<file path="config.mk">
export PLATFORM = sky130hd
export DESIGN_NAME = eevdf_div
export DESIGN_NICKNAME = d
export VERILOG_FILES = /design/src/hdl/eevdf_pkg.sv /design/src/hdl/eevdf_div.sv
export SDC_FILE = /design/constraint.sdc
export NUM_CORES = 1
export LEC_CHECK = 0
export BUFFER_PORTS_ARGS = -buffer_cell sky130_fd_sc_hd__buf_4
export CORE_MARGIN = 2
export CORE_UTILIZATION = 55
export CTS_CLUSTER_SIZE = 10
export DETAILED_ROUTE_END_ITERATION = 6
export PLACE_DENSITY = 0.8
export SETUP_SLACK_MARGIN = 0.2
export SYNTH_ARGS = -nofsm -noshare
export SYNTH_HDL_FRONTEND = slang
export SYNTH_SLANG_ARGS = --single-unit
export TNS_END_PERCENT = 100
</file>
<file path="constraint.sdc">
create_clock -name i_clk -period 7.9 [get_ports i_clk]
set_clock_uncertainty 0.05 [all_clocks]
set_input_delay 0.79 -clock i_clk [delete_from_list [all_inputs] [get_ports i_clk]]
set_output_delay 0.79 -clock i_clk [all_outputs]
set_load 0.02 [all_outputs]
</file>
<file path="src/hdl/eevdf_pkg.sv">
// ----------------------------------------------------------------------------
// eevdf_pkg
// Shared types and constants of the EEVDF run queue selector.
// ----------------------------------------------------------------------------
package eevdf_pkg;

    // table and fixed-point set-up
    localparam int NUM_SLOTS = 32;
    localparam int SLOT_W    = $clog2(NUM_SLOTS);
    localparam int FRAC_BITS = 16;
    localparam int EPSILON   = 1;

    // field widths
    localparam int TIME_W   = 64;
    localparam int UPTIME_W = 63;
    localparam int CLIENT_W = 5;
    localparam int PRIO_W   = 6;
    localparam int WEIGHT_W = 11;
    localparam int WSUM_W   = 16;
    localparam int SLICE_W  = 32;
    localparam int CFG_W    = 32;

    // divider iteration counter width
    localparam int DIV_CNT_W = $clog2(TIME_W + FRAC_BITS + 1);

    typedef enum logic [1:0] {
        OP_ENTER = 2'd0,
        OP_LEAVE = 2'd1,
        OP_SCHED = 2'd2,
        OP_NOP   = 2'd3
    } t_op;

    typedef enum logic [1:0] {
        ST_OK       = 2'd0,
        ST_OCCUPIED = 2'd1,
        ST_EMPTY    = 2'd2
    } t_status;

    typedef enum logic {
        CFG_TIME_SLICE  = 1'b0,
        CFG_WEIGHT_BASE = 1'b1
    } t_cfg_idx;

    // request to the shared divider
    typedef struct packed {
        logic              start;
        logic              frac;
        logic [TIME_W-1:0] dividend;
        logic [WSUM_W-1:0] divisor;
    } t_div_req;

    // divider response
    typedef struct packed {
        logic              done;
        logic [TIME_W-1:0] quot;
    } t_div_rsp;

endpackage

</file>
<file path="src/hdl/eevdf_div.sv">
// ----------------------------------------------------------------------------
// eevdf_div
// Radix-2 restoring divider, one quotient bit per cycle. With frac set the
// dividend is extended by FRAC_BITS zero bits, giving (x << FRAC_BITS) / w.
// ----------------------------------------------------------------------------
module eevdf_div (
    input  logic                i_clk,
    input  logic                i_rst_n,
    input  eevdf_pkg::t_div_req i_req,
    output eevdf_pkg::t_div_rsp o_rsp
);
    import eevdf_pkg::*;

    logic                 r_busy, n_busy;
    logic                 r_done, n_done;
    logic [DIV_CNT_W-1:0] r_cnt, n_cnt;
    logic [TIME_W-1:0]    r_num, n_num;
    logic [TIME_W-1:0]    r_quot, n_quot;
    logic [WSUM_W-1:0]    r_den, n_den;
    logic [WSUM_W-1:0]    r_rem, n_rem;
    logic [WSUM_W:0]      rem_sh;
    logic [WSUM_W:0]      rem_sub;

    // one shift-subtract step
    always_comb begin
        n_busy  = r_busy;
        n_done  = 1'b0;
        n_cnt   = r_cnt;
        n_num   = r_num;
        n_quot  = r_quot;
        n_den   = r_den;
        n_rem   = r_rem;
        rem_sh  = {r_rem, r_num[TIME_W-1]};
        rem_sub = rem_sh - {1'b0, r_den};
        if (i_req.start) begin
            n_busy = 1'b1;
            n_num  = i_req.dividend;
            n_den  = (i_req.divisor == '0) ? WSUM_W'(1) : i_req.divisor;
            n_rem  = '0;
            n_quot = '0;
            n_cnt  = i_req.frac ? DIV_CNT_W'(TIME_W + FRAC_BITS) : DIV_CNT_W'(TIME_W);
        end else if (r_busy) begin
            n_num = {r_num[TIME_W-2:0], 1'b0};
            if (rem_sh >= {1'b0, r_den}) begin
                n_rem  = rem_sub[WSUM_W-1:0];
                n_quot = {r_quot[TIME_W-2:0], 1'b1};
            end else begin
                n_rem  = rem_sh[WSUM_W-1:0];
                n_quot = {r_quot[TIME_W-2:0], 1'b0};
            end
            n_cnt = r_cnt - DIV_CNT_W'(1);
            if (r_cnt == DIV_CNT_W'(1)) begin
                n_busy = 1'b0;
                n_done = 1'b1;
            end
        end
    end

    always_ff @(posedge i_clk) begin
        if (!i_rst_n) begin
            r_busy <= 1'b0;
            r_done <= 1'b0;
            r_cnt  <= '0;
        end else begin
            r_busy <= n_busy;
            r_done <= n_done;
            r_cnt  <= n_cnt;
        end
        r_num  <= n_num;
        r_quot <= n_quot;
        r_den  <= n_den;
        r_rem  <= n_rem;
    end

    assign o_rsp.done = r_done;
    assign o_rsp.quot = r_quot;

endmodule
</file>
Word-level counts from Yosys, hierarchy flattened
Index checks and enable logic that the tools add are counted.
{"block": "totals", "register_bits": 169, "mem_bits_ro": 0, "input_bits": 84, "latch_bits": 0, "elab_cells": 27, "ram_bits": 0, "output_inout_bits": 65, "mem_count": 0}
{"block": "classes", "n_bitwise": 2, "n_mux": 11, "n_lt_le_gt_ge": 1, "add_sub_neg": 2, "n_mul": 0, "n_eq_ne": 1, "reduce_logical": 3, "div_mod_pow": 0, "n_shift": 0}
{"cell": "$mux 64", "count": 2}
{"cell": "$ge 17x16->1", "count": 1}
{"cell": "$logic_not 16->1", "count": 1}
{"cell": "$mux 16", "count": 1}
{"cell": "$sub 16x16->16", "count": 1}
{"cell": "$mux 7", "count": 2}
{"cell": "$eq 7x1->1 const B", "count": 1}
{"cell": "$sub 7x1->7 const B", "count": 1}
{"cell": "$mux 1", "count": 5}
{"cell": "$mux 5", "count": 1}
{"cell": "$reduce_or 3->1", "count": 1}
{"cell": "$not 1->1", "count": 2}
{"cell": "$reduce_bool 2->1", "count": 1}

Logic depth before layout (Yosys ltp)
{"block": "logic_depth", "depth_word": 4, "ltp_mapped": 10, "depth_no_buf": 10}

Worst setup path before layout
No wires, ideal clock.
{"block": "synth_path", "path_type": "input port to flip-flop", "from": "input port i_req[81] (netlist name)", "to": "register r_num[0], enable pin", "arrival_ps": 2429, "setup_time_ps": 418, "setup_slack_ps": 5003, "stages": 3, "path_buffers": 1, "required_ps": 7432, "cell_sequence": "clkbuf_1 nor2_1 inv_1"}
{"block": "synth_between", "elab_chain_cells": 1}
{"element": "from (decl)", "line": "eevdf_div.sv:9", "source": "input eevdf_pkg::t_div_req i_req,"}
{"element": "$reduce_bool 2->1 (no source line)"}
{"element": "to (signal assigned)", "line": "eevdf_div.sv:69", "source": "r_num <= n_num;"}
{"element": "to (decl)", "line": "eevdf_div.sv:17", "source": "logic [TIME_W-1:0] r_num, n_num;"}
No other way between the ends.
A chain may end at the register's enable or synchronous reset.

Final worst setup path
{"block": "layout_path", "from": "register r_den[1]", "to": "register r_rem[9]"}
{"block": "layout_between", "elab_chain_cells": 2, "word_cells_on_any_way": 3}
{"element": "from (decl)", "line": "eevdf_div.sv:19", "source": "logic [WSUM_W-1:0] r_den, n_den;"}
{"element": "from (signal assigned)", "line": "eevdf_div.sv:71", "source": "r_den <= n_den;"}
{"element": "$sub 16x16->16 / $ge 17x16->1 (equally long branches)", "line": "eevdf_div.sv:34, eevdf_div.sv:44"}
{"element": "$mux 16 *", "line": "eevdf_div.sv:44", "source": "if (rem_sh >= {1'b0, r_den}) begin"}
{"element": "to (signal assigned)", "line": "eevdf_div.sv:72", "source": "r_rem <= n_rem;"}
{"element": "to (decl)", "line": "eevdf_div.sv:20", "source": "logic [WSUM_W-1:0] r_rem, n_rem;"}
Mark *: on every way between the ends. The rest lies on a longest branch, timed or not.

==> impl_metrics.ini <==
[clock_tree]
clk_pin_slew_ns = 0.06
postCtsSetupBuffers = 0
clock-sinks = 169
cts_resized = 0
cts_buffers = 17
cts_root_buf = clkbuf_16
hold_buffers = 0
clockBufferDepth = 2
cts_tree = built
htree_levels = 4
clkLatencyLatePin_ns = 0.42

[die]
placeableCoreArea_um2 = 13240
die_x_um = 120.3
row_count = 42
die_y_um = 120.3
io_pins = 149
die-area_um2 = 14480
initial_core_util_pct = 56.21

[global_route]
grt_pass1_wl_um = 23190
use_met2_pct = 32.28
track_usage_pct = 20.23
grt_util_met1_pct = 24.70
grt_util_met3_pct = 8.538
grt_pass1_vias = 4826
top_usage_layer = met2
grt_max_degree = 84
antenna_found_initial = 0
grt-ovfl-total = 0

[yosys]
synth_top_family_by_area = multiplexers
synth_area_leaders = edfxtp_1, dfxtp_1, mux2i_1, mux2_2, nor2_1
synth-simple-area-share_pct = 8.674
syn_area_um2 = 7443
synth-xor-area-share_pct = 1.883
synth.net_count = 728
synthArstFlopShare_pct = 0
netlist.area_leader.share_pct = 32.27
synthMuxAreaShare_pct = 19.48
yosys.area.top_type = edfxtp_1
ys_seq_area_share_pct = 56.21
syn_avg_cell_area_um2 = 11.91
synthDistinctLibCells = 53
synth_compound_area_share_pct = 6.724
synth_seq_cells = 169
synth_flop_cell = dfxtp_1
synthCells = 625
yosysWarnings = 0
synth_edf_count = 80
synthAdderAreaFrac_pct = 3.295

[setup_path]
cp-end-kind = flip-flop
cp.arrival_ns = 3.59
cp.required_ns = 8.18
slowest_stage = o211ai_2
crit_buf_inv = 1
criticalPathCategory = reg2reg
path_cells = inv_1 -> ha_1 -> nor2b_1 -> o2111ai_1 -> a21boi_1 -> a211oi_4 -> o211ai_2 -> o311ai_1 -> a311oi_1
cp-start-kind = flip-flop
r2r_slack_ns = 4.59
worst_path_dominant_cell_family = compound AO/OA/AOI/OAI gates
critPathMaxFanout = 21
max_stage_delay_ns = 0.98

[timing]
finalHoldViolations = 0
post-route-period-util_pct = 41.87
final_max_slew_viol_count = 0
fmax_mhz = 302.3
setup_viol = 0
setup_slack_ns = 4.592
fin_tns_setup_ns = 0
slew_headroom_pct = 17.79
fin_crit_ns = 3.308
holdWs_ns = 0.4284
tightest_slew_ns = 1.230
grt_setup_unrepaired = false

[detailed_routing]
ant_nets = 0
post-route-drc-count = 0
wirelength_um = 14430
vias = 5035
wl_per_cell_um = 15.41
drt_iter0_markers = 272
vias_per_cell = 5.379
drt_pass1_iterations = 6

[final_layout]
drive_gt1_share_pct = 32.89
layout.nets = 852
layout_commonest_cell = buf_4
antenna_cells = 0
syn2layout_area_growth_pct = 22.56
layout_common_cells = buf_4, nor2_1, dfxtp_1

[placement]
hpwlAfterDp_um = 9979
place_congestion = 0.8922
port_buffers = 148
place_ws_ns = 4.607

[hold_path]
hold_path_class = reg2reg

[status]
status = finished clean

[power_and_ir_drop]
ir_drop_mv = 0.1433
cellLeakagePower_nw = 3.823
powerDensity_nw_per_um2 = 217.7

[run]
maxCapViolations = 0
-- metal layers --
metal,share of wire (%),routed length (um)
met5,0,0
met4,1.4,207
met3,8.2,1179
met2,48,6924
met1,42,6116
-- cell families after synthesis --
| logic type | count (synthesis) |
|---|---|
| compound gates | 69 |
| xor+xnor | 16 |
| fa+ha+maj | 19 |
| buf+inv | 69 |
| flops | 169 |
| mux | 137 |
| simple gates | 146 |
-- power breakdown --
| part | internal, mW | switching (mW) |
|---|---|---|
| combinational | 0.124 | 0.126 |
| clock | 0.413 | 0.319 |
| sequential | 0.979 | 0.0233 |
| total | 1.52 | 0.469 |
-- state kept, by name, summed over array words and instances (netlist names) --
| register | flops |
|---|---|
| r_busy | 1 |
| r_cnt | 7 |
| r_den | 16 |
| r_done | 1 |
| r_num | 64 |
| r_quot | 64 |
| r_rem | 16 |
-- cell type report --
cell class | instances | area, um2
multi-input cells | 387 | 2982
inverters | 23 | 86.33
clock inverters | 8 | 48.80
flip-flops and latches | 169 | 4188
clock buffers | 22 | 464.2
repair buffers | 151 | 1134
well taps | 176 | 220.2
fillers | 1000 | 4120
-- final timing paths --
path,startpoint,endpoint,cells after the start
hold reg to reg,r_rem[13],r_rem[13],2
setup / recovery,r_den[1],r_rem[9],9
setup reg to reg,r_den[1],r_rem[9],9
hold / removal,r_rem[13],r_rem[13],2
-- worst min-delay path, stage by stage, from the launching register on --
cell and delay [ns]:
dfxtp_1 0.32, nand2_1 0.05, o21ai_1 0.05
-- cell usage after synthesis, drive strengths merged (2+ instances only) --
cell	instances
nor2	94
dfxtp	89
edfxtp	80
mux2i	74
mux2	63
clkbuf	32
inv	23
ha	18
nand2	17
a211oi	14
buf	14
a21oi	13
o21ai	11
xnor2	10
o21a	8
nand3	6
nor3	6
xor2	6
and3	4
nor4	4
a21o	3
and2	3
nand2b	3
nor2b	3
o31ai	3
a2111oi	2
a21boi	2
o2111ai	2
o211a	2
o211ai	2
-- metrics by stage --
| stage | utilization (%) | cells | area (um2) | power (mW) |
|---|---|---|---|---|
| floorplan | - | 625 | 7443 | 1.197 |
| global placement | 65.01 | 906 | 8610 | 1.259 |
| detailed placement | 65.01 | 906 | 8610 | 1.269 |
| CTS | 68.89 | 936 | 9123 | 2.002 |
| global route | 68.89 | 936 | 9123 | 2.063 |
| finish | 68.89 | 936 | 9123 | 1.986 |
Power figures use the tool's default switching activity.
