--- config.mk ---
export PLATFORM = sky130hd
export DESIGN_NAME = eevdf_ram
export DESIGN_NICKNAME = d
export VERILOG_FILES = /design/src/hdl/eevdf_ram.sv
export SDC_FILE = /design/constraint.sdc
export NUM_CORES = 1
export LEC_CHECK = 0
export ABC_AREA = 1
export BUFFER_PORTS_ARGS = -buffer_cell sky130_fd_sc_hd__buf_2
export CAP_MARGIN = 20
export CORE_MARGIN = 3
export CORE_UTILIZATION = 35
export DETAILED_ROUTE_END_ITERATION = 10
export PLACE_DENSITY_LB_ADDON = 0.3
export RECOVER_POWER = 25
export SLEW_MARGIN = 20
export SYNTH_ARGS = -nofsm -noshare
export SYNTH_HDL_FRONTEND = slang
export SYNTH_SLANG_ARGS = --single-unit
--- constraint.sdc ---
create_clock -name i_clk -period 2 [get_ports i_clk]
set_clock_uncertainty 0.15 [all_clocks]
set_input_delay 0.4 -clock i_clk [delete_from_list [all_inputs] [get_ports i_clk]]
set_output_delay 0.4 -clock i_clk [all_outputs]
set_load 0.01 [all_outputs]
--- src/hdl/eevdf_ram.sv ---
// ----------------------------------------------------------------------------
// eevdf_ram
// Generic single-port RAM with registered read.
// ----------------------------------------------------------------------------
module eevdf_ram #(
    parameter int WIDTH = 8,
    parameter int DEPTH = 32
) (
    input  logic                     i_clk,
    input  logic                     i_we,
    input  logic [$clog2(DEPTH)-1:0] i_addr,
    input  logic [WIDTH-1:0]         i_wdata,
    output logic [WIDTH-1:0]         o_rdata
);

    logic [WIDTH-1:0] r_mem [DEPTH];
    logic [WIDTH-1:0] r_rdata;

    // write and registered read
    always_ff @(posedge i_clk) begin
        if (i_we) begin
            r_mem[i_addr] <= i_wdata;
        end
        r_rdata <= r_mem[i_addr];
    end

    assign o_rdata = r_rdata;

endmodule

==> Word level (Yosys, flattened, before mapping) <==
Memories as Yosys holds them, arrays and structs flattened. A register that Yosys moved wholly into a read port is not among the register bits.
Cells that the tools add are included.
{ "word_totals": {"wordCells": 3, "reg_bits": 0, "ram_bits": 256, "mem_count": 1, "out_inout_bits": 8, "inputBits": 15} }
{ "classes": {"muxes": 2} }
{ "memory_table": {"columns": ["name", "depth", "width", "rd", "rd_clocked_by_memory_dff", "wr", "line_no", "text"], "rows": [
  ["r_mem", 32, 8, 1, 1, 1, "16", "logic [WIDTH-1:0] r_mem [DEPTH];"]
]} }
{ "op_table": {"columns": ["operator", "n"], "rows": [
  ["$mux 1", 2]
]} }

==> Depth between registers and ports, before layout <==
Gate-level depths: netlist of the first run.
{ "depth": {"word_depth": 2, "depth_mapped": 12, "depth_no_buf": 9} }

==> Worst setup path before layout of the first run <==
Ideal clock, no wire load.
{ "synth_path": {"path_type": "input to register", "start": "input port i_addr[2]", "end": "memory r_mem[28][0], enable pin", "setup_time_ps": 370, "cell_stages": 5, "arrival_ps": 1492, "slack_ps": -12, "path_buffers": 1, "required_time_ps": 1480, "cell_sequence": "buf_4 -> inv_2 -> nor3_2 -> inv_1 -> nor2_1"} }
{ "synth_rtl": {"columns": ["element", "line_no", "text"], "rows": [
  ["from (decl)", "11", "input logic [$clog2(DEPTH)-1:0] i_addr,"],
  ["to (decl)", "16", null]
]} }
Straight into the memory's write port.

==> Worst setup path after layout of the first run <==
{ "layout_path": {"start": "input port i_wdata[2]", "end": "memory r_mem[2][2] (data pin)"} }
{ "layout_rtl": {"columns": ["element", "line_no", "text"], "rows": [
  ["from (decl)", "12", "input logic [WIDTH-1:0] i_wdata,"]
]} }
Straight into the memory's write port.

==> reports/metrics.yaml, run 1 <==
finalNetCount: 1155
crit_arrival_ps: 1580
vias_per_cell: 4.66
syn_avg_cell_area_sq_um: 10.3
critical-path-top-delay-family: "buffers and inverters"
end_kind: "flip-flop"
die_w_um: 183
clkSlewWorstSetupHoldPaths_ps: 60
post-route-min-period_ps: 1590
synth_nets: 1078
synth_cell_types: 12
utilization: 0.418
firstDrtPassIters: 5
dp_hpwl_um: 16100
synth_area_sq_um: 11000
synthCells: 1063
crit_fanout: 32
htree_num_levels: 1
die_height_um: 183
seqPwrFrac: 0.529
std_cell_rows: 64
timing.fmax_mhz: 628
worstPathRequired_ps: 1990
p_switching_mw: 2.61
cts_setup_buffers: 0
grt_usage: 0.155
crit_chain: "buf_2 > dlymetal6s4s_1"
cts-root-buf: "clkbuf_16"
port_buffers: 22
fill_cells: 2955
tightest_slew_ps: 1380
grt.overflow.total: 0
cts-resized-gates: 0
status: "completed"
fin_crit_sh: 0.797
power.internal_mw: 9.05
num_io_pins: 23
final_max_slew_viol_count: 0
yosys_register_bits: 264
ir_drop_mv: 0.496
power_frac_comb: 0.065
setup_viol: 0
die_area_sq_um: 33600
cpPeakStageDelay_ps: 1090
slowest_stage: "dlymetal6s4s_1"
cp-start-kind: "input pin"
critPathKind: "input pin to flip-flop"
p_sw_frac: 0.224
path_buf_inv: 2
antenna_found_initial: 2
drive_gt1_frac: 0.123
grt_max_degree: 71
grt_pass1_vias: 7165
stdcell_count: 1558
cts_tree: "built"
grt_pass1_wl_um: 40500
clockPowerShare: 0.406
area_growth_pct: 16.9
final-hold-violation-count: 0
routedWlPerCell_um: 16.6
post-place-cells: 1506
drc_errors: 0
numClockSinks: 264
vias: 7256
clk_latency_ps: 540
yosysWarningCount: 0
synth-seq-area-share: 0.714
finalWeightedCongestion: 0.793
rsz0062_at_grt: "false"
clockBufferDepth: 3
power_leakage_nw: 5.39
ant_nets: 0
drtIter0Drc: 525
min_path_type: "input pin to flip-flop"
wirelength_um: 25900
numCtsBuffers: 28
slew_headroom: 0.0813
maxCapViolCount: 0
core_sq_um: 30700
powerDensity_nw_per_um2: 908
initial_core_util: 0.357
hold_buffers: 0
==> synth_stat cells, drive strengths merged <==
library cell | n | share of area
clkbuf | 8 | 0.0027
dfxtp | 8 | 0.015
nor3 | 8 | 0.0073
buf | 38 | 0.021
nand3 | 4 | 0.0018
nor2 | 48 | 0.016
nand2 | 680 | 0.23
inv | 13 | 0.0044
edfxtp | 256 | 0.70
==> through the flow <==
step / TNS, ps / hold WS, ps / area [sq um] / power (mW) / setup slack [ps]
finish: 0 / 246 / 12800 / 11.7 / 407
global route: 0 / 283 / 12800 / 12.1 / 318
CTS: 0 / 132 / 12900 / 11.8 / 366
detailed placement: -18.0 / 557 / 12000 / 7.06 / -18.0
global placement: -19.9 / 544 / 12000 / 7.06 / -19.9
floorplan: -399 / 349 / 11000 / 6.70 / -12.5
==> flip-flops by register name, indices dropped and copies added, names as in the netlist <==
name     count
r_mem      256
o_rdata      8
==> path summary, 6_finish.rpt <==
path,from,endpoint,slack (ps),cells past startpoint
worst min register to register,r_mem[14][0],o_rdata[0],570,8
worst max-delay path,i_wdata[2],r_mem[2][2],410,2
worst max register to register,r_mem[24][1],o_rdata[1],610,8
worst min-delay path,i_addr[2],o_rdata[7],250,6
==> cells by family after synthesis <==
| family | share of synthesized area |
|---|---|
| DFF | 0.714 |
| buffers and inverters | 0.0280 |
| and+or+nand+nor | 0.258 |
==> power groups by stage <==
stage | sequential, mW | clock, mW | combinational (mW)
6_report | 6.17 | 4.73 | 0.755
5_1_grt | 6.18 | 5.06 | 0.854
4_1_cts | 6.17 | 4.83 | 0.775
3_5_place_dp | 6.29 | 0 | 0.774
3_3_place_gp | 6.29 | 0 | 0.769
2_1_floorplan | 6.30 | 0 | 0.400
==> cell type report <==
cell class                      instances  area, sq um  share of cell area
Clock inverter                         15         71.3             0.00555
Multi-Input combinational cell        740         2830               0.220
Tap cell                              396          495              0.0386
Clock buffer                           36          762              0.0593
Inverter                               13         51.3             0.00399
Antenna cell                            1         2.50            0.000195
Sequential cell                       264         7850               0.611
Timing Repair Buffer                   93          786              0.0612
==> layer usage <==
metal  part of all wire  global-route usage  vias to the layer above  routed length (um)
li1                   -                   -                     3592                   -
met1               0.47               0.218                     3492               12100
met2               0.48               0.258                      142               12300
met3              0.043              0.0226                       30                1120
met4              0.015              0.0332                        0                 395
met5                  0                   0                        -                   0
==> cells in the final DEF (no fill, tap or decap) <==
| master | n |
|---|---|
| buf_12 | 11 |
| buf_2 | 17 |
| buf_4 | 58 |
| clkbuf_1 | 10 |
| clkbuf_16 | 29 |
| clkbuf_2 | 1 |
| clkbuf_8 | 1 |
| clkinv_1 | 6 |
| clkinv_2 | 8 |
| dfxtp_1 | 8 |
| diode_2 | 1 |
| dlymetal6s4s_1 | 2 |
| edfxtp_1 | 256 |
| inv_1 | 4 |
| inv_2 | 8 |
| inv_4 | 1 |
| inv_6 | 1 |
| nand2_1 | 680 |
| nand3_1 | 4 |
| nor2_1 | 48 |
| nor3_2 | 8 |
Note: power is estimated with default switching activity, not from simulation.
==> run 2, diff against run 1 <==
Settings changed: ABC_AREA 1 to 0.
Clock period 2 ns to 1.4 ns, I/O delays scaled along.
==> run 2 against run 1 <==
  * The run now ends with setup timing left
  * Final cell count down 30%
  * First-iteration DRC count down 20%
  * Sequential cell count unchanged
  * Clock-buffer cell count down 5
  * Sequential share of layout area down 1.9 points
  * Critical endpoint is now o_rdata[2]
  * Largest cell class unchanged
==> reports/metrics.yaml, run 2 <==
status: "finished with violations"
failed_checks: "setup timing"
final_cell_mix: "edfxtp_1, mux2i_1, buf_4"
hold_buffers: 0  # unchanged
power.internal_mw: 13.4  # +48%
drive_gt1_frac: 0.390  # +0.266
initial_core_util: 0.361  # +0.00407
grt_usage: 0.157  # +0.00161
std_cell_rows: 61  # -4.7%
crit_path_end: "o_rdata[2]"
fin_crit_sh: 1.11
r2r.worst_path.cells: 4  # -4
firstDrtPassIters: 5  # unchanged
drc_errors: 0  # unchanged
cp.depth: 6  # +4
cts-root-buf: "clkbuf_16"
finalWeightedCongestion: 0.864  # +8.9%
p_switching_mw: 3.52  # +35%
pre_cts_slack_ps: -1020  # -1000 ps
grt_max_degree: 33  # -54%
post-route-min-period_ps: 1560
vias: 5635  # -22%
ant_nets: 0  # unchanged
tightest_slew_ps: 799  # -579 ps
crit_arrival_ps: 1860  # +280 ps
r2r_slack_ps: -140  # -750 ps
hold_slack_ps: 176  # -69.7 ps
synth_nets: 591  # -45%
synth_flop_cell: "edfxtp_1"
num_io_pins: 23  # unchanged
ys_top_cells_by_count: "edfxtp_1, mux2i_1, o22ai_1"
slowest_stage: "or4b_1"
setup_slack_ps: -159  # -566 ps
top_usage_layer: "met2"
crit_fanout: 8  # -75%
setup_viol: 11  # +11
yosys_register_bits: 264  # unchanged
use_met2: 0.262  # +0.00413
powerDensity_nw_per_um2: 1270  # +40%
core_sq_um: 28200  # -8.2%
numCtsBuffers: 27  # -3.6%
yosysTopAreaCellShare: 0.753  # +0.0536
syn_avg_cell_area_sq_um: 17.7  # +71%
worstPathRequired_ps: 1700  # -290 ps
crit_chain: "buf_2 > buf_4 > or4b_1 > o22ai_1 > nor4_2 > nand2_1"
p_sw_frac: 0.208  # -0.0154
synth-seq-area-share: 0.769  # +0.0547
clkSlewWorstSetupHoldPaths_ps: 70  # about the same
vias_per_cell: 5.15  # +11%
clockBufferDepth: 3  # unchanged
end_kind: "flip-flop"
drtIter0Drc: 418  # -20%
placement.cell_area_sq_um: 11900  # -1.3%
clockPowerShare: 0.408  # +0.002
htree_num_levels: 1  # unchanged
dp_hpwl_um: 16000  # -0.64%
numClockSinks: 264  # unchanged
routedWlPerCell_um: 22.5  # +35%
final_max_slew_viol_count: 0  # unchanged
startpoint: "i_addr[3]"
grt.overflow.total: 0  # unchanged
grt_pass1_wl_um: 36800  # -9.1%
power_frac_comb: 0.069  # +0.004
die_area_sq_um: 31200  # -6.9%
timing.fmax_mhz: 641
final-hold-violation-count: 0  # unchanged
cts_tree: "built"
path_buf_inv: 2  # unchanged
critPathKind: "input pin to flip-flop"
yosysWarningCount: 0  # unchanged
antenna_found_initial: 0  # -2
critical-path-top-delay-family: "simple AND/OR/NAND/NOR gates"
area_growth_pct: 30.2
die_height_um: 177  # -3.5%
layout_commonest_cell: "edfxtp_1"
seqPwrFrac: 0.523  # -0.006
use_met1: 0.217  # -0.00106
diodes: 0  # -1
cp-start-kind: "input pin"
slew_headroom: 0.467  # +0.386
synth.most_common_cell: "edfxtp_1"
synthArstFlopShare: 0  # unchanged
synth_top_cell_by_area: "edfxtp_1"
cpPeakStageDelay_ps: 650  # -440 ps
grt_pass1_vias: 5771  # -19%
fill_cells: 2356  # -20%
timing.rr.start: "r_mem[7][2]"
min_path_type: "input pin to flip-flop"
clk_latency_ps: 530  # about the same
synth_area_sq_um: 10200  # -7.1%
rsz0062_at_grt: "true"
synthCells: 576  # -46%
total_power_mw: 16.9  # +45%
gr-usage-met3: 0.0191  # -0.00352
wirelength_um: 24600  # -5.2%
port_buffers: 22  # unchanged
final_area_sq_um: 13300  # +3.4%
ir_drop_mv: 0.726  # +46%
synth_area_leaders: "edfxtp_1, mux2i_1, o22ai_1, dfxtp_1, buf_2"
r2r-end: "o_rdata[2]"
largest-register: "r_mem"
finalNetCount: 714  # -38%
die_w_um: 177  # -3.5%
synth-edff-count: 256  # unchanged
power_leakage_nw: 4.56  # -15%
largest_reg_flops: 256  # unchanged
synth_cell_types: 24  # +12
maxCapViolCount: 0  # unchanged
==> run 2: cell count changes in the layout (fill, tap and decap cells not counted), sizes merged, moves of 5 or more <==
cell and change:
buf +37, clkinv -5, inv -13, mux2i +128, nand2 -670, nand4bb +5, nor2 -19, nor4 +16
o22ai +64
==> run 2: logic make-up (layout without fill, tap and decap cells) <==
| kind of cell | Yosys count | after routing | share of synthesized area |
|---|---|---|---|
| and+or+nand+nor | 85 | 85 | 0.0485 |
| AOI/OAI and AO/OA | 64 | 64 | 0.0398 |
| buffers and inverters | 35 | 175 | 0.0172 |
| muxes | 128 | 128 | 0.126 |
| DFF | 264 | 264 | 0.769 |
==> run 2: worst min path at each step <==
stage | cells past startpoint | start | to | slack (ps)
3_5_place_dp | 4 | r_mem[23][3] | o_rdata[3] | 530
2_1_floorplan | 0 | i_wdata[0] | r_mem[0][0] | 230
6_report | 3 | i_addr[4] | r_mem[3][7] | 180
3_3_place_gp | 4 | r_mem[21][4] | o_rdata[4] | 530
4_1_cts | 1 | i_wdata[7] | r_mem[7][7] | 180
5_1_grt | 3 | i_addr[4] | r_mem[3][5] | 180
==> run 2: through the flow <==
step / utilization / std cells / setup TNS (ps)
2_1_floorplan: - / 576 / -116570
3_3_place_gp: 0.421 / 1050 / -132020
3_5_place_dp: 0.421 / 1050 / -133500
4_1_cts: 0.462 / 1089 / -740
5_1_grt: 0.470 / 1094 / -1110
6_report: 0.470 / 1094 / -442
==> run 2: repair_timing <==
item,4_1_cts,5_1_grt
pin swaps,28,19
setup buffers,1,5
gates resized for setup,69,35
setup endpoints to repair,101,80
cloned,0,1
==> run 2: worst register-to-register path, cell delays in order (launching register included) <==
cell and delay (ps):
edfxtp_1 390, mux2i_2 220, o22ai_2 160, nor4_4 350
nand2_1 130
==> run 2: power by group through the flow <==
stage	logic, mW	registers [mW]	clock network, mW
finish	1.17	8.85	6.90
CTS	1.12	8.85	7.05
detailed placement	1.02	9.00	0
global route	1.24	8.86	7.38
global placement	1.00	9.00	0
floorplan	0.483	9.00	0
==> run 2: final cells by class <==
class | count | area [sq um] | area share
Clock inverter | 15 | 159 | 0.0120
Multi-Input combinational cell | 277 | 2820 | 0.213
Clock buffer | 31 | 691 | 0.0520
Timing Repair Buffer | 129 | 1280 | 0.0964
Tap cell | 378 | 473 | 0.0356
Sequential cell | 264 | 7860 | 0.591
==> run 2: routing by layer <==
metal	part of all wire	vias up
met5	0	-
met4	0.032	0
met3	0.034	46
met2	0.49	112
met1	0.44	2908
li1	-	2569
